--- src/hw/rtl/assert_macros.svh ---
// Assertion macros included by the solver top level
`ifndef ASSERT_MACROS_SVH
`define ASSERT_MACROS_SVH

// Clocked assertion, disabled while reset is asserted
`define QRS_ASSERT(label, clk, rst_n, prop, msg) \
	label: assert property (@(posedge clk) disable iff (!rst_n) prop) else $error(msg);

// Clocked assertion that also holds during reset
`define QRS_ASSERT_ALWAYS(label, clk, prop, msg) \
	label: assert property (@(posedge clk) prop) else $error(msg);

`endif

--- src/hw/rtl/qrs_div_cell.sv ---
// One quotient-bit cell of the two-lane pipelined divider
`default_nettype none
module qrs_div_cell #(
	parameter int NMW = 33,
	parameter int DW  = 16,
	parameter int SBW = 8
) (
	input  wire logic           clk,
	input  wire logic           arst_n,
	input  wire logic           in_valid,
	output logic                in_ready,
	input  wire logic [DW-1:0]  in_div,
	input  wire logic [NMW-1:0] in_num [2],
	input  wire logic [DW:0]    in_rem [2],
	input  wire logic [NMW-1:0] in_quo [2],
	input  wire logic [SBW-1:0] in_side,
	output logic                out_valid,
	input  wire logic           out_ready,
	output logic [DW-1:0]       out_div,
	output logic [NMW-1:0]      out_num [2],
	output logic [DW:0]         out_rem [2],
	output logic [NMW-1:0]      out_quo [2],
	output logic [SBW-1:0]      out_side
);
	logic [DW:0] t    [2];
	logic        fits [2];

	// restoring step per lane: shift in next numerator bit, subtract if it fits
	always_comb begin
		for (int i = 0; i < 2; i++) begin
			t[i]    = {in_rem[i][DW-1:0], in_num[i][NMW-1]};
			fits[i] = (t[i] >= {1'b0, in_div});
		end
	end

	assign in_ready = !out_valid || out_ready;

	always_ff @(posedge clk or negedge arst_n) begin
		if (!arst_n) begin
			out_valid <= 1'b0;
		end else if (in_ready) begin
			out_valid <= in_valid;
		end
	end

	always_ff @(posedge clk) begin
		if (in_ready) begin
			for (int i = 0; i < 2; i++) begin
				out_rem[i] <= fits[i] ? (t[i] - {1'b0, in_div}) : t[i];
				out_quo[i] <= {in_quo[i][NMW-2:0], fits[i]};
				out_num[i] <= in_num[i] << 1;
			end
			out_div  <= in_div;
			out_side <= in_side;
		end
	end
endmodule
`default_nettype wire

--- config.mk ---
export PLATFORM = sky130hd
export DESIGN_NAME = qrs_div_cell
export DESIGN_NICKNAME = d
export VERILOG_FILES = /design/src/hw/rtl/assert_macros.svh /design/src/hw/rtl/qrs_div_cell.sv
export SDC_FILE = /design/constraint.sdc
export NUM_CORES = 1
export LEC_CHECK = 0
export BUFFER_PORTS_ARGS = -buffer_cell sky130_fd_sc_hd__buf_4
export CAP_MARGIN = 15
export CORE_AREA = 2 2 148 150
export CTS_CLUSTER_SIZE = 24
export DETAILED_ROUTE_END_ITERATION = 16
export DIE_AREA = 0 0 150 152
export HOLD_SLACK_MARGIN = 0.03
export PLACE_DENSITY_LB_ADDON = 0.05
export SLEW_MARGIN = 20
export SYNTH_ARGS = -nofsm -noshare
export SYNTH_HDL_FRONTEND = slang
export SYNTH_SLANG_ARGS = --single-unit
export TNS_END_PERCENT = 50
--- constraint.sdc ---
create_clock -name clk -period 10.5 [get_ports clk]
set_input_delay 0 -clock clk [delete_from_list [all_inputs] [get_ports clk]]
set_output_delay 0 -clock clk [all_outputs]
set_load 0.05 [all_outputs]
# Word-level counts from Yosys, hierarchy flattened
# Index checks and enable logic that the tools add are counted.
[totals]
inputBits = 194
register_bits = 189
output_inout_bits = 192
wordCells = 17
[op_classes]
order_cmp = 2
muxes = 2
add_sub_neg = 2
reduce_logical = 2
[ops]
columns = ["op", "n"]
rows = [
  ["$ge 17x16->1", 2],
  ["$mux 17", 2],
  ["$sub 17x16->17", 2],
  ["$logic_not 1->1", 1],
  ["$logic_or 1x1->1", 1],
]

# Logic depth before layout (Yosys ltp)
# Gate-level depths: netlist of the first run.
[depth]
word_depth = 2
ltp_mapped = 10
mapped_depth_nobuf = 10

# Least setup slack after synthesis of the first run
# Ideal clock, no wire load.
[synth_path]
kind = "register -> register"
start = "register out_valid"
end = "register out_div[0], enable pin"
n_path_buf = 0
path_stages_with_launch = 2
arrival_ps = 5252
path_slack_ps = 4647
path_cell_list = "dfrtp_1 -> nand2b_1"
[synth_via]
elab_chain_len = 2
[synth_rtl]
columns = ["item", "line", "rtl"]
rows = [
  ["start, declared", "qrs_div_cell.sv:17", "output logic out_valid,"],
  ["start signal, assigned", "qrs_div_cell.sv:42", "out_valid <= in_valid;"],
  ["$logic_not 1->1", "qrs_div_cell.sv:36", "assign in_ready = !out_valid || out_ready;"],
  ["$logic_or 1x1->1", "qrs_div_cell.sv:36", ""],
  ["via in_ready", "qrs_div_cell.sv:11", "output logic in_ready,"],
  ["end signal, assigned", "qrs_div_cell.sv:53", "out_div <= in_div;"],
  ["end, declared", "qrs_div_cell.sv:19", "output logic [DW-1:0] out_div,"],
]
# The timed path passes the listed nets, and every way through them passes these cells.
# A chain may end at the register's enable or synchronous reset.

# Worst setup path after layout of the first run
[layout_path]
start = "input port in_div[1]"
end = "register out_rem[22] (netlist name) (data pin)"
[layout_via]
elab_chain_len = 2
elab_cells_between_ends = 3
[layout_rtl]
columns = ["item", "line", "rtl"]
rows = [
  ["start, declared", "qrs_div_cell.sv:12", "input wire logic [DW-1:0] in_div,"],
  ["$sub 17x16->17 / $ge 17x16->1 (equally long branches)", "qrs_div_cell.sv:49, qrs_div_cell.sv:32", ""],
  ["$mux 17 *", "qrs_div_cell.sv:49", "out_rem[i] <= fits[i] ? (t[i] - {1'b0, in_div}) : t[i];"],
  ["end signal, assigned by index", "qrs_div_cell.sv:49", ""],
  ["end, declared", "qrs_div_cell.sv:21", "output logic [DW:0] out_rem [2],"],
]
# Every way passes the cells marked *; elsewhere a longest branch is shown, timed or not.

==> out/metrics.cfg, run 1 <==
[status]
outcome = complete, no violations

[timing]
slew_headroom = 0.440
worst_slew_pin_slew_ns = 0.840
min_period_ns = 3.05
tns_ns = 0
final_hold_viol_count = 0
setup_slack_ns = 7.45
skew_ns = 0.00967
rsz0062_at_grt = false
setup_viol = 0
max_freq_mhz = 328
post-route-period-util = 0.291
drv_slew = 0

[job]
max_cap_viol_count = 0

[synthesis]
synthSimpleGateAreaFrac = 0.0541
synth_top_family_by_area = compound AO/OA/AOI/OAI gates
synth_most_common_cell = edfxtp_1
synthCells = 498
avgSynthCellArea_sq_um = 15.7
synth_common_cells = edfxtp_1, nand2_1, o21ai_0
ys_async_sr_fraction = 0.00529
synthAdderAreaFrac = 0.0564
synth_edf_count = 188
synth.largest_area_cell = edfxtp_1
seq_area_frac_synth = 0.726
synth_compound_area_frac = 0.0899
synth.area.mux_share = 0.0271
synth_top_area_frac = 0.723
synth_area_leaders = edfxtp_1, ha_1, o21ai_0
synth_warnings = 0
synth_area_sq_um = 7810
ys.flop_type = edfxtp_1
synth_seq_cells = 189
synth.distinct_cells = 57
synth_xor_area_frac = 0.0247

[setup_path]
path_max_fanout = 17
setup.worst_path.start = in_div[1]
reg2reg_to = out_num[3]
critical-path-top-delay-family = compound AO/OA/AOI/OAI gates
critical_path_class = in -> reg
reg2reg_depth = 2
r2r-start = out_valid
crit_buf_inv = 3
path_cells = dlygate4sd3_1 -> buf_4 -> inv_1 -> ha_1 -> nor2b_4 -> nor3_1 -> o21bai_1 -> a21o_1 -> a221o_1 -> a21boi_4 -> mux2_2
startpoint_type = input pin
end_kind = flip-flop
max_stage_delay_ns = 0.61
crit_slowest_cell = a21boi_4
cp_data_required_time_ns = 10.69
r2r_slack_ns = 8.23
crit_arrival_ns = 3.24
cp_num_cells = 11

[routing]
firstDrtPassIters = 5
drc = 0
vias = 6331
ant_nets = 0
via_per_inst = 4.61
drt_iter0_markers = 394
wire_per_inst_microns = 17.0
wl_microns = 23300

[die]
die_h_microns = 152
design.core.area_sq_um = 21400
start_util = 0.366
num_rows = 54
dieArea_sq_um = 22800
io_pins = 386
die_width_microns = 150

[final_layout]
fin_cells = 1372
layout.nets = 1306
drive_above_1_share = 0.398
fillerInstances = 1638
multi_input_area_sq_um = 2000
synthToLayoutAreaGrowth_pct = 72.4
regArea_sq_um = 5670
final_area_sq_um = 13500

[global_route]
grt_use_met2 = 0.353
grtUsageMet3 = 0.0489
grt_usage = 0.199
grt_pass1_vias = 6418
grt_max_degree = 66
antenna_found_initial = 1
met1_usage = 0.230
grt_overflow_total = 0
grt.busiest_layer = met2
grt_pass1_wl_microns = 34600

[clock_tree]
insertion_delay_ns = 0.44
post_cts_buffers = 0
clk_pin_slew_ns = 0.08
cts_root_buf = clkbuf_16
cts_sinks = 189
post_cts_resized = 0
clockBufferDepth = 2
cts_buffers = 17
h-tree-depth = 4
cts_tree = yes

[placement]
dp_slack_ns = 7.57
gp_congestion = 0.864
numPortBuffers = 379
dpl-instance-area_sq_um = 11000
post-dp-hpwl_microns = 16600
dpl.cell_count = 1151

[pwr]
irDropWorstVdd_mv = 0.116
power_leakage_nw = 5.81
power_mw = 2.21
p_per_area_nw_per_um2 = 164

[hold_path]
hold_path_end = out_rem[30]
hp-class = in -> reg
min_from = in_rem[29]
min_path_cells = 3

==> layout by cell type, fill, tap and decap left out, drive strengths merged, types with 4 or more instances in the layout <==
cell / netlist / routed
inv: 28 / 35
ha: 32 / 32
clkinv: 0 / 7
a21o: 6 / 6
nor2b: 4 / 4
clkbuf: 6 / 18
nor3: 4 / 4
o21a: 6 / 6
nor2: 19 / 19
o21ai: 35 / 35
nand2: 40 / 40
mux2: 15 / 15
xor2: 10 / 10
xnor2: 12 / 12
dlygate4sd3: 0 / 188
o21bai: 5 / 5
a21oi: 27 / 27
nand2b: 5 / 5
buf: 4 / 382
nand4: 5 / 5
edfxtp: 188 / 188
o31ai: 4 / 4
==> metrics by stage <==
step                      hold WS, ns   util
final                          0.0939  0.631
after floorplan                -0.296      -
after CTS                      0.0526  0.631
after detailed placement       -0.224  0.515
after global routing           0.0779  0.631
after global placement         -0.224  0.515
==> registers in the layout, summed over array words and instances (netlist names) <==
name,cells
out_side,8
out_div,16
out_rem,34
out_num,64
out_quo,66
out_valid,1
==> worst max-delay path by stage <==
stage | end | slack, ns
4_1_cts | out_rem[22] | 7.47
6_report | out_rem[22] | 7.45
3_3_place_gp | out_rem[19] | 7.58
2_1_floorplan | out_div[0] | 4.65
5_1_grt | out_rem[22] | 7.29
3_5_place_dp | out_rem[20] | 7.57
==> layer usage <==
metal / part of all wire / wire length [microns]
met5: 0 / 0
met4: 0.028 / 645
met3: 0.066 / 1530
met2: 0.52 / 12200
met1: 0.38 / 8930
==> worst register-to-register path, cell delays in order (launching register included) <==
cell	delay, ns
dfrtp_1	0.42
nand2b_4	0.62
buf_4	0.83
==> power by group <==
part | total [mW] | leakage (nW) | switching [mW] | internal (mW)
clock | 0.644 | 0.290 | 0.322 | 0.323
combinational | 0.632 | 3.61 | 0.395 | 0.237
sequential | 0.933 | 1.90 | 0.0188 | 0.914
==> timing repair <==
| action | 4_1_cts | 5_1_grt |
|---|---|---|
| hold endpoints to repair | 187 | 0 |
| hold buffers | 188 | 0 |
| endpoints found under the setup margin | 0 | 0 |
==> layout make-up <==
cell class                 count  area share
clock buffer                  18      0.0319
tap                          280      0.0260
antenna                        1    0.000186
inverter                      28     0.00780
clock inverter                14      0.0124
sequential                   189       0.421
timing repair buffer         570       0.353
multi-input combinational    272       0.148
==> cells by family after synthesis <==
group / count (synthesis)
AND/OR/NAND/NOR: 90
XOR/XNOR: 22
other: 1
AO/OA/AOI/OAI: 107
buffers and inverters: 38
adder cells (fa/ha/maj): 34
multiplexers: 17
flip-flops: 189
(Power assumes the default switching activity.)
==> run 2: changes to the inputs <==
--- a/config.mk
+++ b/config.mk
@@ -7,10 +7,10 @@
 export LEC_CHECK = 0
 export BUFFER_PORTS_ARGS = -buffer_cell sky130_fd_sc_hd__buf_4
 export CAP_MARGIN = 15
-export CORE_AREA = 2 2 148 150
+export CORE_AREA = 2 2 150 152
 export CTS_CLUSTER_SIZE = 24
 export DETAILED_ROUTE_END_ITERATION = 16
-export DIE_AREA = 0 0 150 152
+export DIE_AREA = 0 0 152 154
 export HOLD_SLACK_MARGIN = 0.03
 export PLACE_DENSITY_LB_ADDON = 0.05
 export SLEW_MARGIN = 20
==> constraint.sdc (replaced) <==
create_clock -name clk -period 2.9 [get_ports clk]
set_input_delay 0 -clock clk [delete_from_list [all_inputs] [get_ports clk]]
set_output_delay 0 -clock clk [all_outputs]
set_load 0.05 [all_outputs]
==> out/metrics.cfg, run 2 (synthesis results as in run 1) <==
[timing]
tns_ns = 0
final_hold_viol_count = 0
worst_slew_pin_slew_ns = 0.726
skew_ns = 0.0124
min_period_ns = 2.71
rsz0062_at_grt = false
max_freq_mhz = 368
setup_viol = 0
slew_headroom = 0.516
post-route-period-util = 0.936
drv_slew = 0

[die]
num_rows = 54
io_pins = 386
die_width_microns = 152
dieArea_sq_um = 23400
start_util = 0.360
die_h_microns = 154
design.core.area_sq_um = 21700

[final_layout]
layout.nets = 1311
final_common_cell = buf_4
utilization = 0.624
final_cell_mix = buf_4, dlygate4sd3_1, edfxtp_1
drive_above_1_share = 0.402
largest-register = out_quo
largestRegisters = out_quo x66, out_num x64, out_rem x34
fillerInstances = 1680
largest_reg_flops = 66
synthToLayoutAreaGrowth_pct = 73.4

[clock_tree]
clockBufferDepth = 2
post_cts_buffers = 0
cts_buffers = 17
cts_tree = yes
clk_pin_slew_ns = 0.07
insertion_delay_ns = 0.43
h-tree-depth = 4
cts_sinks = 189
cts_root_buf = clkbuf_16

[pwr]
switching_share = 0.327
p_sw_mw = 2.63
p_int_mw = 5.42
irDropWorstVdd_mv = 0.377
p_per_area_nw_per_um2 = 594
clkPwrFrac = 0.293
seq_power_share = 0.420
power_leakage_nw = 5.84
pwr-share-comb = 0.288

[routing]
wl_microns = 23900
drt_iter0_markers = 382
drc = 0
wire_per_inst_microns = 17.4
firstDrtPassIters = 4
via_per_inst = 4.62
vias = 6357
ant_nets = 0

[status]
outcome = complete, no violations

[global_route]
grt.busiest_layer = met2
grt_max_degree = 126
grt_use_met2 = 0.381
grt_pass1_wl_microns = 36300
grt_usage = 0.201
grt_pass1_vias = 6549
antenna_found_initial = 1
grtUsageMet3 = 0.0403
met1_usage = 0.229
grt_overflow_total = 0

[setup_path]
r2r_slack_ns = 1.37
end_kind = flip-flop
critical_path_class = in -> reg
startpoint_type = input pin
path_max_fanout = 10
crit_arrival_ns = 2.89
cp_data_required_time_ns = 3.07

[placement]
numPortBuffers = 379
post-dp-hpwl_microns = 17400
gp_congestion = 0.808

[job]
max_cap_viol_count = 0

[hold_path]
hp-class = in -> reg

run 2: per-stage QoR:
stage / power, mW / cell area, sq um / hold slack [ns] / std cells / setup slack [ns]
after floorplan: 4.80 / 7820 / -0.296 / 499 / 0.395
after global placement: 5.53 / 11100 / -0.223 / 1156 / 0.295
final: 8.05 / 13500 / 0.0844 / 1376 / 0.185
after CTS: 8.13 / 13500 / 0.0702 / 1375 / 0.0949
after global routing: 8.36 / 13500 / 0.173 / 1376 / 0.0726
after detailed placement: 5.55 / 11100 / -0.222 / 1156 / 0.258
run 2: final timing paths:
check	startpoint	end	depth (start not counted)
max in group asynchronous	arst_n	out_valid	3
hold reg to reg	out_valid	out_valid	3
min in group asynchronous	arst_n	out_valid	3
hold / removal	in_rem[29]	out_rem[30]	3
setup reg to reg	out_valid	out_quo[63]	2
setup / recovery	in_div[1]	out_rem[21]	12
run 2: cell type report:
| cell class | instances | area (sq um) | share of cell area |
|---|---|---|---|
| antenna | 1 | 2.50 | 0.000185 |
| clock buffer | 17 | 425 | 0.0314 |
| clock inverter | 14 | 171 | 0.0127 |
| inverter | 28 | 105 | 0.00776 |
| multi-input combinational | 272 | 2000 | 0.148 |
| sequential | 189 | 5670 | 0.419 |
| tap | 280 | 350 | 0.0259 |
| timing repair buffer | 575 | 4820 | 0.356 |
run 2: critical path, stage by stage:
cell,delay (ns)
dlygate4sd3_1,0.59
buf_4,0.17
inv_1,0.07
ha_1,0.30
nor2b_4,0.14
nor3_2,0.12
o21bai_1,0.16
a21o_1,0.23
a221o_1,0.41
a21boi_4,0.19
buf_6,0.17
mux2_2,0.34
run 2: timing repair:
item | 4_1_cts | 5_1_grt
gates resized for setup | 0 | 2
hold endpoints to repair | 187 | 0
setup endpoints to repair | 0 | 9
hold buffers | 188 | 0
run 2: power by group through the flow:
stage / logic [mW] / clock network (mW) / registers, mW
3_5_place_dp: 2.11 / 0 / 3.44
2_1_floorplan: 0.487 / 0 / 4.31
5_1_grt: 2.44 / 2.52 / 3.40
6_report: 2.32 / 2.36 / 3.38
3_3_place_gp: 2.09 / 0 / 3.43
4_1_cts: 2.33 / 2.43 / 3.38
run 2: routing by layer:
| metal | vias to the layer above | routed length (microns) |
|---|---|---|
| li1 | 3070 | - |
| met1 | 3047 | 9170 |
| met4 | 0 | 306 |
| met3 | 28 | 1070 |
| met5 | - | 0 |
| met2 | 212 | 13400 |
