`src/hw/rtl/assert_macros.svh`:
```
// Assertion macros included by the solver top level
`ifndef ASSERT_MACROS_SVH
`define ASSERT_MACROS_SVH

// Clocked assertion, disabled while reset is asserted
`define QRS_ASSERT(label, clk, rst_n, prop, msg) \
	label: assert property (@(posedge clk) disable iff (!rst_n) prop) else $error(msg);

// Clocked assertion that also holds during reset
`define QRS_ASSERT_ALWAYS(label, clk, prop, msg) \
	label: assert property (@(posedge clk) prop) else $error(msg);

`endif

```
`src/hw/rtl/qrs_sqrt_cell.sv`:
```
// One digit cell of the pipelined integer square root
`default_nettype none
module qrs_sqrt_cell #(
	parameter int RADW = 64,
	parameter int SW   = 32,
	parameter int SBW  = 8
) (
	input  wire logic            clk,
	input  wire logic            arst_n,
	input  wire logic            in_valid,
	output logic                 in_ready,
	input  wire logic [SW+1:0]   in_rem,
	input  wire logic [RADW-1:0] in_rad,
	input  wire logic [SW-1:0]   in_root,
	input  wire logic [SBW-1:0]  in_side,
	output logic                 out_valid,
	input  wire logic            out_ready,
	output logic [SW+1:0]        out_rem,
	output logic [RADW-1:0]      out_rad,
	output logic [SW-1:0]        out_root,
	output logic [SBW-1:0]       out_side
);
	logic [SW+1:0] t;
	logic [SW+1:0] trial;
	logic          fits;

	// bring down two radicand bits, try root*4+1
	always_comb begin
		t     = {in_rem[SW-1:0], in_rad[RADW-1:RADW-2]};
		trial = {in_root, 2'b01};
		fits  = (t >= trial);
	end

	assign in_ready = !out_valid || out_ready;

	always_ff @(posedge clk or negedge arst_n) begin
		if (!arst_n) begin
			out_valid <= 1'b0;
		end else if (in_ready) begin
			out_valid <= in_valid;
		end
	end

	always_ff @(posedge clk) begin
		if (in_ready) begin
			out_rem  <= fits ? (t - trial) : t;
			out_root <= {in_root[SW-2:0], fits};
			out_rad  <= in_rad << 2;
			out_side <= in_side;
		end
	end
endmodule
`default_nettype wire

```
`config.mk`:
```
export PLATFORM = sky130hd
export DESIGN_NAME = qrs_sqrt_cell
export DESIGN_NICKNAME = d
export VERILOG_FILES = /design/src/hw/rtl/assert_macros.svh /design/src/hw/rtl/qrs_sqrt_cell.sv
export SDC_FILE = /design/constraint.sdc
export NUM_CORES = 1
export LEC_CHECK = 0
export ABC_CLOCK_PERIOD_IN_PS = 9600
export BUFFER_PORTS_ARGS = -buffer_cell sky130_fd_sc_hd__buf_2
export CELL_PAD_IN_SITES_DETAIL_PLACEMENT = 0
export CELL_PAD_IN_SITES_GLOBAL_PLACEMENT = 1
export CORE_ASPECT_RATIO = 0.6
export CORE_MARGIN = 4
export CORE_UTILIZATION = 30
export CTS_CLUSTER_DIAMETER = 100
export CTS_CLUSTER_SIZE = 12
export DETAILED_ROUTE_END_ITERATION = 8
export PLACE_DENSITY = 0.79
export SLEW_MARGIN = 20
export SYNTH_ARGS = -nofsm -noshare
export SYNTH_HDL_FRONTEND = slang
export SYNTH_SLANG_ARGS = --single-unit
```
`constraint.sdc`:
```
create_clock -name clk -period 9.6 [get_ports clk]
set_input_delay 0.96 -clock clk [delete_from_list [all_inputs] [get_ports clk]]
set_output_delay 0.96 -clock clk [all_outputs]
set_load 0.01 [all_outputs]
```
# Word level (Yosys, flattened, before mapping)
# Cells that the tools add are included.
[totals] ff_bits=137 in_bits=142 out_inout_bits=140
[classes] addsub=1 magnitude_cmp=1 n_mux=1 reduce_logical=2
[op_table] op=">= comparator 34 bit" count=1
[op_table] op="2-to-1 mux 34 bit" count=1
[op_table] op="subtractor 34 bit" count=1
[op_table] op="logical NOT 1 bit" count=1
[op_table] op="logical OR 1 bit" count=1

# Depth between registers and ports, before layout
# Gate-level depths: netlist (run 1).
[depth] word_depth=2 ltp_mapped=12

# Worst setup path before layout (run 1)
# Ideal clock, no wire load.
[synth_path] kind="input-to-output" start="input out_ready" end="output in_ready" arrival_ns=4.328 required_ns=8.640 slack_ns=4.312 stages=1 path_cell_list="nand2b_1"
[synth_via] elab_chain_cells=1
[synth_rtl] element="start: declaration" line_no="qrs_sqrt_cell.sv:17" source="input wire logic out_ready,"
[synth_rtl] element="logical OR 1 bit" line_no="qrs_sqrt_cell.sv:34" source="assign in_ready = !out_valid || out_ready;"
[synth_rtl] element="end: declaration" line_no="qrs_sqrt_cell.sv:11" source="output logic in_ready,"
# Every way passes these cells.

# Worst setup path after layout (run 1)
[layout_path] start="input in_root[0]" end="register out_rem[30], data pin"
[layout_via] elab_chain_cells=2
[layout_rtl] element="start: declaration" line_no="qrs_sqrt_cell.sv:14" source="input wire logic [SW-1:0] in_root,"
[layout_rtl] element="subtractor 34 bit / >= comparator 34 bit (equally long branches)" line_no="qrs_sqrt_cell.sv:46, qrs_sqrt_cell.sv:31"
[layout_rtl] element="2-to-1 mux 34 bit (*)" line_no="qrs_sqrt_cell.sv:46" source="out_rem <= fits ? (t - trial) : t;"
[layout_rtl] element="end signal: assignment" line_no="qrs_sqrt_cell.sv:46"
[layout_rtl] element="end: declaration" line_no="qrs_sqrt_cell.sv:18" source="output logic [SW+1:0] out_rem,"
# Every way passes the cells marked *; elsewhere a longest branch is shown, timed or not.
# A chain may end at the register's enable or synchronous reset.

==> results of run 1 <==
-- worst min path at each step --
stage,endpoint,slack [ns]
3_5_place_dp,out_valid,0.68
2_1_floorplan,out_valid,0.66
6_report,out_valid,0.30
5_1_grt,out_valid,0.26
4_1_cts,out_valid,0.27
3_3_place_gp,out_valid,0.67
-- flip-flops by register name (all words and copies together) (netlist names) --
| signal | flops |
|---|---|
| out_rad | 62 |
| out_root | 32 |
| out_rem | 34 |
| out_valid | 1 |
| out_side | 8 |
-- worst max-delay path, stage by stage --
cell and delay (ns):
sky130_fd_sc_hd__buf_2 0.09, sky130_fd_sc_hd__inv_1 0.04, sky130_fd_sc_hd__ha_1 0.33, sky130_fd_sc_hd__nor2b_1 0.17
sky130_fd_sc_hd__o31ai_2 0.26, sky130_fd_sc_hd__a21oi_1 0.18, sky130_fd_sc_hd__nor3_4 0.39, sky130_fd_sc_hd__a21oi_2 0.19
sky130_fd_sc_hd__a211oi_1 0.61, sky130_fd_sc_hd__o21ai_0 0.21, sky130_fd_sc_hd__a221o_1 0.32
-- cells in the mapped netlist (5+ instances only) --
| master | n | area [um^2] |
|---|---|---|
| sky130_fd_sc_hd__xnor2_1 | 13 | 114 |
| sky130_fd_sc_hd__a21oi_1 | 30 | 150 |
| sky130_fd_sc_hd__a21o_1 | 18 | 135 |
| sky130_fd_sc_hd__edfxtp_1 | 136 | 4080 |
| sky130_fd_sc_hd__o211ai_1 | 5 | 37.5 |
| sky130_fd_sc_hd__nand2_1 | 50 | 188 |
| sky130_fd_sc_hd__nor2_1 | 20 | 75.1 |
| sky130_fd_sc_hd__buf_2 | 6 | 30.0 |
| sky130_fd_sc_hd__nand4_1 | 8 | 50.1 |
| sky130_fd_sc_hd__clkbuf_1 | 5 | 18.8 |
| sky130_fd_sc_hd__nor3_1 | 5 | 25.0 |
| sky130_fd_sc_hd__and3_1 | 7 | 43.8 |
| sky130_fd_sc_hd__o21a_1 | 11 | 82.6 |
| sky130_fd_sc_hd__ha_1 | 34 | 425 |
| sky130_fd_sc_hd__nand3_1 | 6 | 30.0 |
| sky130_fd_sc_hd__o21ai_0 | 37 | 185 |
| sky130_fd_sc_hd__inv_1 | 45 | 169 |
| sky130_fd_sc_hd__xor2_1 | 14 | 123 |
-- cells by family (layout without fill, tap and decap cells) --
family                   Yosys count  count (layout)  share of synthesized area
AO/OA/AOI/OAI                    143             143                      0.149
flip-flops                       137             137                      0.623
AND/OR/NAND/NOR                  113             113                     0.0829
buffers and inverters             65             359                     0.0421
adder cells (fa/ha/maj)           34              34                     0.0645
XOR/XNOR                          27              27                     0.0359
other                              1               4                   0.000569
multiplexers                       1               1                    0.00152
-- area by class of cell --
| class | count | area, um^2 | share of cell area |
|---|---|---|---|
| clock buffer | 17 | 425 | 0.0479 |
| inverter | 46 | 173 | 0.0194 |
| multi-input combinational | 320 | 2220 | 0.250 |
| clock inverter | 15 | 189 | 0.0213 |
| tap | 279 | 349 | 0.0393 |
| sequential | 137 | 4110 | 0.462 |
| timing repair buffer | 281 | 1420 | 0.159 |
| antenna | 2 | 5.00 | 0.000563 |
-- per-stage QoR --
step	instance area (um^2)	utilization
global route	8890	0.417
global placement	8270	0.388
detailed placement	8270	0.388
CTS	8880	0.417
finish	8890	0.417
floorplan	6600	-
-- power groups by stage --
stage | sequential, mW | combinational [mW] | clock, mW
floorplan | 0.789 | 0.150 | 0
global placement | 0.749 | 0.311 | 0
detailed placement | 0.751 | 0.315 | 0
CTS | 0.740 | 0.316 | 0.714
global route | 0.744 | 0.346 | 0.743
finish | 0.739 | 0.311 | 0.698
-- routing by layer --
| metal | share of wire | track usage | vias to the layer above |
|---|---|---|---|
| met2 | 0.45 | 0.240 | 187 |
| met5 | 0.0035 | 0 | - |
| met1 | 0.44 | 0.205 | 2447 |
| met4 | 0.0076 | 0.0369 | 10 |
| met3 | 0.095 | 0.0708 | 22 |
| li1 | - | - | 2507 |
==> flow_results.org, run 1 <==
** Cells and area
- At the end of the flow, the number of nets in the layout was 979.
- Once layout is complete, the cells apart from fillers number 1097.
- In the layout the commonest cells are sky130_fd_sc_hd__buf_2 (277), sky130_fd_sc_hd__edfxtp_1 (136), sky130_fd_sc_hd__nand2_1 (50), sky130_fd_sc_hd__inv_1 (45), sky130_fd_sc_hd__o21ai_0 (37).
- Leading cell type in the layout, fill and taps excluded :: sky130_fd_sc_hd__buf_2
- Fill cells :: 2055
- Of the cells placed in the final design, the portion with a size suffix greater than 1 is 0.397.
- Area growth from synthesis to final layout :: 34.7%

** Placement
- Setup WS pre-CTS :: around 5.6 ns
- The count of buffers added on input and output ports is 277.
- Summed over all nets, the half-perimeter wirelength after detailed placement is around 16 mm.
- Final estimated routing congestion in global placement :: around 0.82
- Placed insts :: 1063

** Detailed routing
- Wires add up to ~20 mm.
- Detailed routing inserted a total of slightly above 5000 vias.
- Dividing the detail-routed wire length by the instance count gives 18.1 um.
- Number of antenna-violating nets in the routed design :: 0
- After detailed routing, the number of remaining DRC violations is 0.
- The first routing iteration left 324 violations.
- The first detailed-routing pass took 5 iterations.
- In the routed layout, each cell is associated on average with a via count of roughly 4.7.

** Critical path
- Critical path destination :: out_rem[30]
- The endpoint identified for the worst register-to-register timing path is out_rad[25].
- FF-to-FF setup slack :: between 7 and 8 ns
- Reg2reg start :: out_valid
- The worst setup path is launched from an input pin.
- Crit. End Element :: flip-flop
- At the worst endpoint, the arrival time is 3.77 ns.
- Largest fanout of any net on the critical path :: 6
- Start-to-end type of the worst setup path :: in2reg
- Startpoint of the most critical setup path :: in_root[0]
- Required time reported for the critical path endpoint :: 9.77 ns
- The number of cells on the worst reg-to-reg path is 2.

** Floorplan
- In this run the core area contains 41 standard-cell rows.
- The die covers 0.0245 mm^2.
- Die extent in x :: 199 um
- Initial core utilization :: 0.310
- Vertical extent of the die :: 123 um
- Core box area :: 0.0213 mm^2
- I/O pin count :: about 280

** Run
- Number of max-capacitance violations reported :: 0

** Logic synthesis
- Post-synth ARST share :: 0.00730
- Number of register bits inferred by synthesis :: 137
- Counting every instance in the synthesized netlist gives 521.
- Count of cell types in the netlist :: 62
- Average instance area after synthesis :: around 13 um^2
- Number of flops mapped to enable cells by yosys :: roughly 140
- During synthesis, Yosys emitted a total of 0 warnings.
- In the synthesized netlist the dominant register cell turns out to be sky130_fd_sc_hd__edfxtp_1.
- In this run the cell area of the synthesized design comes to ~0.0066 mm^2.
- The share of the Yosys chip area taken by registers is 0.623.

** CTS
- Post-CTS Resized :: 0
- CTS Buf Count :: 17
- The cell sitting at the root of the clock tree is a sky130_fd_sc_hd__clkbuf_16.
- CTS tree :: done
- Total of hold buffers inserted after clock tree synthesis :: 0
- Clk pin slew, worst setup/hold paths :: 0.06 ns
- CTS Sinks :: 137
- Buffers added to address setup during post-CTS repair amount to 0.
- The longest clock path from root to sink contains 2 buffers.
- Clock latency on the worst-skew pair :: ~0.42 ns
- Maximum level of the CTS H-tree :: 4

** Timing
- Worst setup slack after layout :: approximately 6 ns
- The clock period could shrink to 3.60 ns.
- Final setup viols :: 0
- RSZ-0062 raised after global routing :: false
- Worst max-slew margin expressed relative to the limit :: 0.410
- For the pin with the worst max-slew slack, the measured transition is 0.884 ns.
- Derived from the worst setup path, the maximum achievable clock frequency is 278 MHz.
- Total count of max-transition violations in the final report :: 0
- On the final layout, the worst clock skew is about 0.01 ns.
- In the finished design, the share of the clock period the worst path needs comes to 0.375.
- Post-route setup TNS :: 0 ns
- Across all hold checks on the routed design, the worst slack comes to 0.295 ns.
- The number of hold-slack violations in the final timing report is 0.

** Power
- Cell internal power dissipation :: 1.27 mW
- In this run the static leakage power is approximately 4 nW.
- Pwr Density :: about 200 mW/mm^2
- Of the total power, the share spent switching nets is 0.276.
- Worst IR Drop VDD :: 0.124 mV
- Net switching component of the power :: 482 uW
- Clock network fraction of total power :: 0.399
- Sequential fraction of design power :: 0.423
- Overall power consumption after layout is estimated at 1.75 mW.
- Of the total power, combinational logic draws 0.178.

** Outcome
- Outcome :: finished clean

** Global routing
- Grt total ovfl :: 0
- Pin count of the biggest net entering global routing :: 71
- Total track usage :: 0.157
- Wire length of the first global-routing pass :: 28.7 mm
- The via count of the first global-routing pass came to approximately 5000.
- Number of antenna violations at the first check in global routing :: 7

** Min path
- Hold/Removal Path Class :: in2async
No activity file was read; power rests on OpenSTA's default activity.
==> run 2: changes to the inputs <==
--- a/config.mk
+++ b/config.mk
@@ -5,7 +5,8 @@
 export SDC_FILE = /design/constraint.sdc
 export NUM_CORES = 1
 export LEC_CHECK = 0
-export ABC_CLOCK_PERIOD_IN_PS = 9600
+export ABC_AREA = 1
+export ABC_CLOCK_PERIOD_IN_PS = 2900
 export BUFFER_PORTS_ARGS = -buffer_cell sky130_fd_sc_hd__buf_2
 export CELL_PAD_IN_SITES_DETAIL_PLACEMENT = 0
 export CELL_PAD_IN_SITES_GLOBAL_PLACEMENT = 1
@@ -15,7 +16,7 @@
 export CTS_CLUSTER_DIAMETER = 100
 export CTS_CLUSTER_SIZE = 12
 export DETAILED_ROUTE_END_ITERATION = 8
-export PLACE_DENSITY = 0.79
+export PLACE_DENSITY = 0.83
 export SLEW_MARGIN = 20
 export SYNTH_ARGS = -nofsm -noshare
 export SYNTH_HDL_FRONTEND = slang
==> constraint.sdc (replaced) <==
create_clock -name clk -period 2.9 [get_ports clk]
set_input_delay 0.29 -clock clk [delete_from_list [all_inputs] [get_ports clk]]
set_output_delay 0.29 -clock clk [all_outputs]
set_load 0.01 [all_outputs]
==> flow_results.org, run 2 <==
** Outcome
- The run finished with clean final reports.

** Global routing
- The initial antenna violation count came to 3 (-4).
- The global routing usage on met1 is 0.261 (+0.0556).
- Vias in the first global route :: 5764 (+15%)
- Pin count of the biggest net entering global routing :: 59 (-17%)
- Most crowded layer after global routing :: met1
- Grt total ovfl :: 0 (unchanged)
- The met3 track demand over resource in global routing came to 0.0604 (-0.0104).
- GRT met2 Usage :: 0.216 (-0.0240)
- Wire length of the first global-routing pass :: 33.6 mm (+17%)
- The global routing usage summed across all routing layers is 0.167 (+0.00982).

** Power
- Pwr Density :: 600 mW/mm^2 (+210%)
- The maximum VDD drop came to 0.397 mV (+220%).
- Leakage :: 4.83 nW (+21%)

** Detailed routing
- The remaining antenna violation count after routing is 0 (unchanged).
- Residual DRC count :: 0 (unchanged)
- The final routed wirelength across all metal layers was 22.2 mm (+12%).
- The total number of vias is 6082 (+18%).
- Detailed-route wire length per cell :: 15.9 um (-12%)
- The first-pass iteration count of the detailed router was 5 (unchanged).
- The via count normalized by instance count was 4.37 (-7.3%).
- Number of DRC markers in iteration 0 :: 497 (+53%)

** Critical path
- Dominant cell type by count on the critical path :: sky130_fd_sc_hd__nand2_1
- Crit path DAT :: 2.25 ns (-1.52 ns)
- The largest stage delay on the critical path came to 0.38 ns (-0.23 ns).
- The startpoint identified for the worst register-to-register timing path is out_valid.
- The critical path is of the in2reg type.
- CP startpoint kind :: input pin
- On the critical path the largest part of the delay comes from simple AND/OR/NAND/NOR gates.
- Buffers & Inverters on Critical Path :: 3 (+1)
- The data required time of the critical path came to 3.08 ns (-6.69 ns).
- Slowest cell on crit path :: sky130_fd_sc_hd__ha_1
- Largest fanout of any net on the critical path :: 6 (unchanged)
- The critical path starts at in_root[0].
- Cell count along the critical path :: 16 (+5)
- Walking the worst path, the cells encountered are buf_2 > inv_1 > ha_1 > nand2_1 > nand2_1 > inv_1 > nand2_1 > nand2_1 > nand2_1 > nand2_1 > nand2_1 > nand3_1 > nand2_1 > nand2_1 > nand3_1 > nand2_1.
- The worst setup path is captured at a flip-flop.
- The cell count of the worst reg-to-reg path was 2 (unchanged).

** Floorplan
- Die extent in x :: 207 um (+4.0%)
- The number of ports placed on the die boundary was 282 (unchanged).
- Core box area :: 0.0232 mm^2 (+9.2%)
- Vertical extent of the die :: 128 um (+3.8%)
- Number of rows in the core area :: 43 (+4.9%)
- The full die area came to 0.0264 mm^2 (+8.0%).
- The initial core utilization is 0.308 (-0.00218).

** CTS
- The clock-pin slew reported for the worst setup and hold paths after clock tree synthesis came to 0.06 ns (about the same).
- The H-tree depth is 4 (unchanged).
- Root buffer selected by CTS :: sky130_fd_sc_hd__clkbuf_16
- The CTS buffer count came to 17 (unchanged).
- The number of setup buffers added after CTS came to 0 (unchanged).
- The maximum buffer depth of the clock tree is 2 (unchanged).
- CTS tree :: done
- Clock latency on the worst-skew pair :: 0.43 ns (about the same)
- The number of sinks handled by clock tree synthesis was 137 (unchanged).

** Logic synthesis
- Post-synth ARST share :: 0.00730 (unchanged)
- sky130_fd_sc_hd__nand2_1 is the most common cell in the netlist.
- The synthesized design spends more area on one cell type than any other, namely sky130_fd_sc_hd__edfxtp_1.
- Leading post-synthesis cells by cell area :: sky130_fd_sc_hd__edfxtp_1 (57%), sky130_fd_sc_hd__nand2_1 (14%), sky130_fd_sc_hd__inv_1 (6.4%)
- Count of cell types in the netlist :: 30 (-52%)
- The number of enable-type register cells in the synthesized netlist is 136 (unchanged).
- Average instance area after synthesis :: 9.36 um^2 (-26%)
- Mapped Area :: 0.00715 mm^2 (+8.4%)
- Mapped Cells :: 764 (+47%)
- Among all flip-flop cells after synthesis, the most frequent one is sky130_fd_sc_hd__edfxtp_1.
- Share of the synthesized area in the top cell type :: 0.571 (-0.0480)
- The fraction of the yosys area taken by sequential cells came to 0.575 (-0.0483).
- The flip-flop and latch count after synthesis is 137 (unchanged).
- Synthesis warning total :: 0 (unchanged)
- Synth cell count leaders :: sky130_fd_sc_hd__nand2_1 (269), sky130_fd_sc_hd__edfxtp_1 (136), sky130_fd_sc_hd__inv_1 (122), sky130_fd_sc_hd__nor2_1 (48), sky130_fd_sc_hd__ha_1 (34)

** Timing
- Shortest period the worst path allows :: 2.07 ns
- Post-route setup TNS :: 0 ns (unchanged)
- Final hold violations :: 0 (unchanged)
- The number of max-slew violations in the final report was 0 (unchanged).
- Worst setup skew after layout :: 0.00745 ns (-0.00233 ns)
- The setup slack after layout is 0.830 ns (-5.17 ns).
- The final setup violation count came to 0 (unchanged).
- Worst hold slack across all endpoints :: 0.0287 ns (-0.267 ns)
- Setup repair after global routing left no endpoint under its margin.
- Dividing the final minimum period by the clock period gives 0.714.
- Static timing analysis puts the maximum clock frequency at 483 MHz.

** Placement
- The number of cells after detailed placement was 1358 (+28%).
- Setup WS pre-CTS :: 0.467 ns (-5.15 ns)
- The number of input and output port buffers inserted was 277 (unchanged).
- The routability congestion estimate was 0.886 (+7.8%).
- The total half-perimeter wirelength after legalization and detailed placement was 18.2 mm (+17%).

** Min path
- Counting instances, the worst hold path has a depth of 1.
- Beginning of the worst hold path :: in_rad[24]
- Hold/Removal Path Class :: in2reg

** Cells and area
- Leaving out fill and tap cells, the most frequent cells in the layout are sky130_fd_sc_hd__buf_2 (277), sky130_fd_sc_hd__nand2_1 (268), sky130_fd_sc_hd__edfxtp_1 (136), sky130_fd_sc_hd__inv_1 (122), sky130_fd_sc_hd__nor2_1 (48).
- The layout filler cell count was 2379 (+16%).
- Leaving out fill and tap cells, the most frequent cell in the layout is sky130_fd_sc_hd__buf_2.
- Proportion of layout cells with a drive suffix above 1 :: 0.315 (-0.0820)
- The antenna diode count was 0 (-2).
- Number of nets in the finished design :: 1239 (+27%)
- Final standard cell utilization of the core :: 0.413 (-0.00455)
- Top Registers :: out_rad (62), out_rem (34), out_root (32)
- Final standard cell count with taps included and fillers excluded :: 1391 (+27%)
- Max FFs per register :: 62 (unchanged)
- out_rad holds more flip-flops than any other register.
- Area growth from synthesis to final layout :: 34.2%

** Run
- The max-cap violation count is 0 (unchanged).
==> run 2: cell types whose count changed in the layout (fill, tap and decap cells not counted), sizes merged, moves of 7 or more <==
cell / delta
xnor2: -9
o21ai: -30
inv: +72
nand3: +28
nand2: +233
nand3b: +9
and3: -7
a21o: -16
o21a: -10
nor2: +33
==> run 2: final cells by class <==
class | instances | area [um^2] | area share
repair buffers | 287 | 1530 | 0.159
multi-input cells | 497 | 2520 | 0.263
inverters | 123 | 464 | 0.0484
flip-flops and latches | 137 | 4110 | 0.428
well taps | 315 | 394 | 0.0411
clock buffers | 17 | 425 | 0.0443
clock inverters | 15 | 151 | 0.0158
==> run 2: metal layers <==
metal	vias to the layer above	share of wire
met2	240	0.38
met5	-	0.0014
met1	2744	0.52
met3	18	0.089
met4	6	0.0078
li1	3074	-
==> run 2: cell families (layout without fill, tap and decap cells) <==
kind of cell	after synthesis	in the layout	synth area share
xor+xnor	17	17	0.0208
compound gates	49	49	0.0376
flops	137	137	0.575
other cells	1	2	0.000525
fa+ha+maj	34	34	0.0595
simple gates	395	395	0.232
buf+inv	131	442	0.0749
==> run 2: worst reg2reg max path, cell delays in order (launching register included) <==
cell	delay (ns)
sky130_fd_sc_hd__dfrtp_1	0.44
sky130_fd_sc_hd__nand2_8	0.33
sky130_fd_sc_hd__buf_12	0.32
==> run 2: repair_timing <==
item / in CTS / in global routing
endpoints found under the hold margin: 1 / 0
hold buffers: 1 / 0
resized for setup: 0 / 0
==> run 2: where the power goes <==
part           switching (mW)  leakage, nW  internal, mW
clock                   0.866        0.266          1.26
combinational           0.742         3.18         0.437
sequential             0.0430         1.38          2.41
==> run 2: worst paths after layout <==
path	end	slack [ns]
min in group asynchronous	out_valid	0.18
worst max-delay path	out_rem[31]	0.83
worst max register to register	out_rad[21]	1.44
worst min-delay path	out_rad[26]	0.03
worst min register to register	out_valid	0.88
max in group asynchronous	out_valid	2.63
==> run 2: metrics by stage <==
stage	total power [mW]	area, um^2
5_1_grt	6.09	9600
2_1_floorplan	3.16	7160
6_report	5.76	9600
3_5_place_dp	3.67	9010
4_1_cts	5.84	9600
3_3_place_gp	3.66	9010
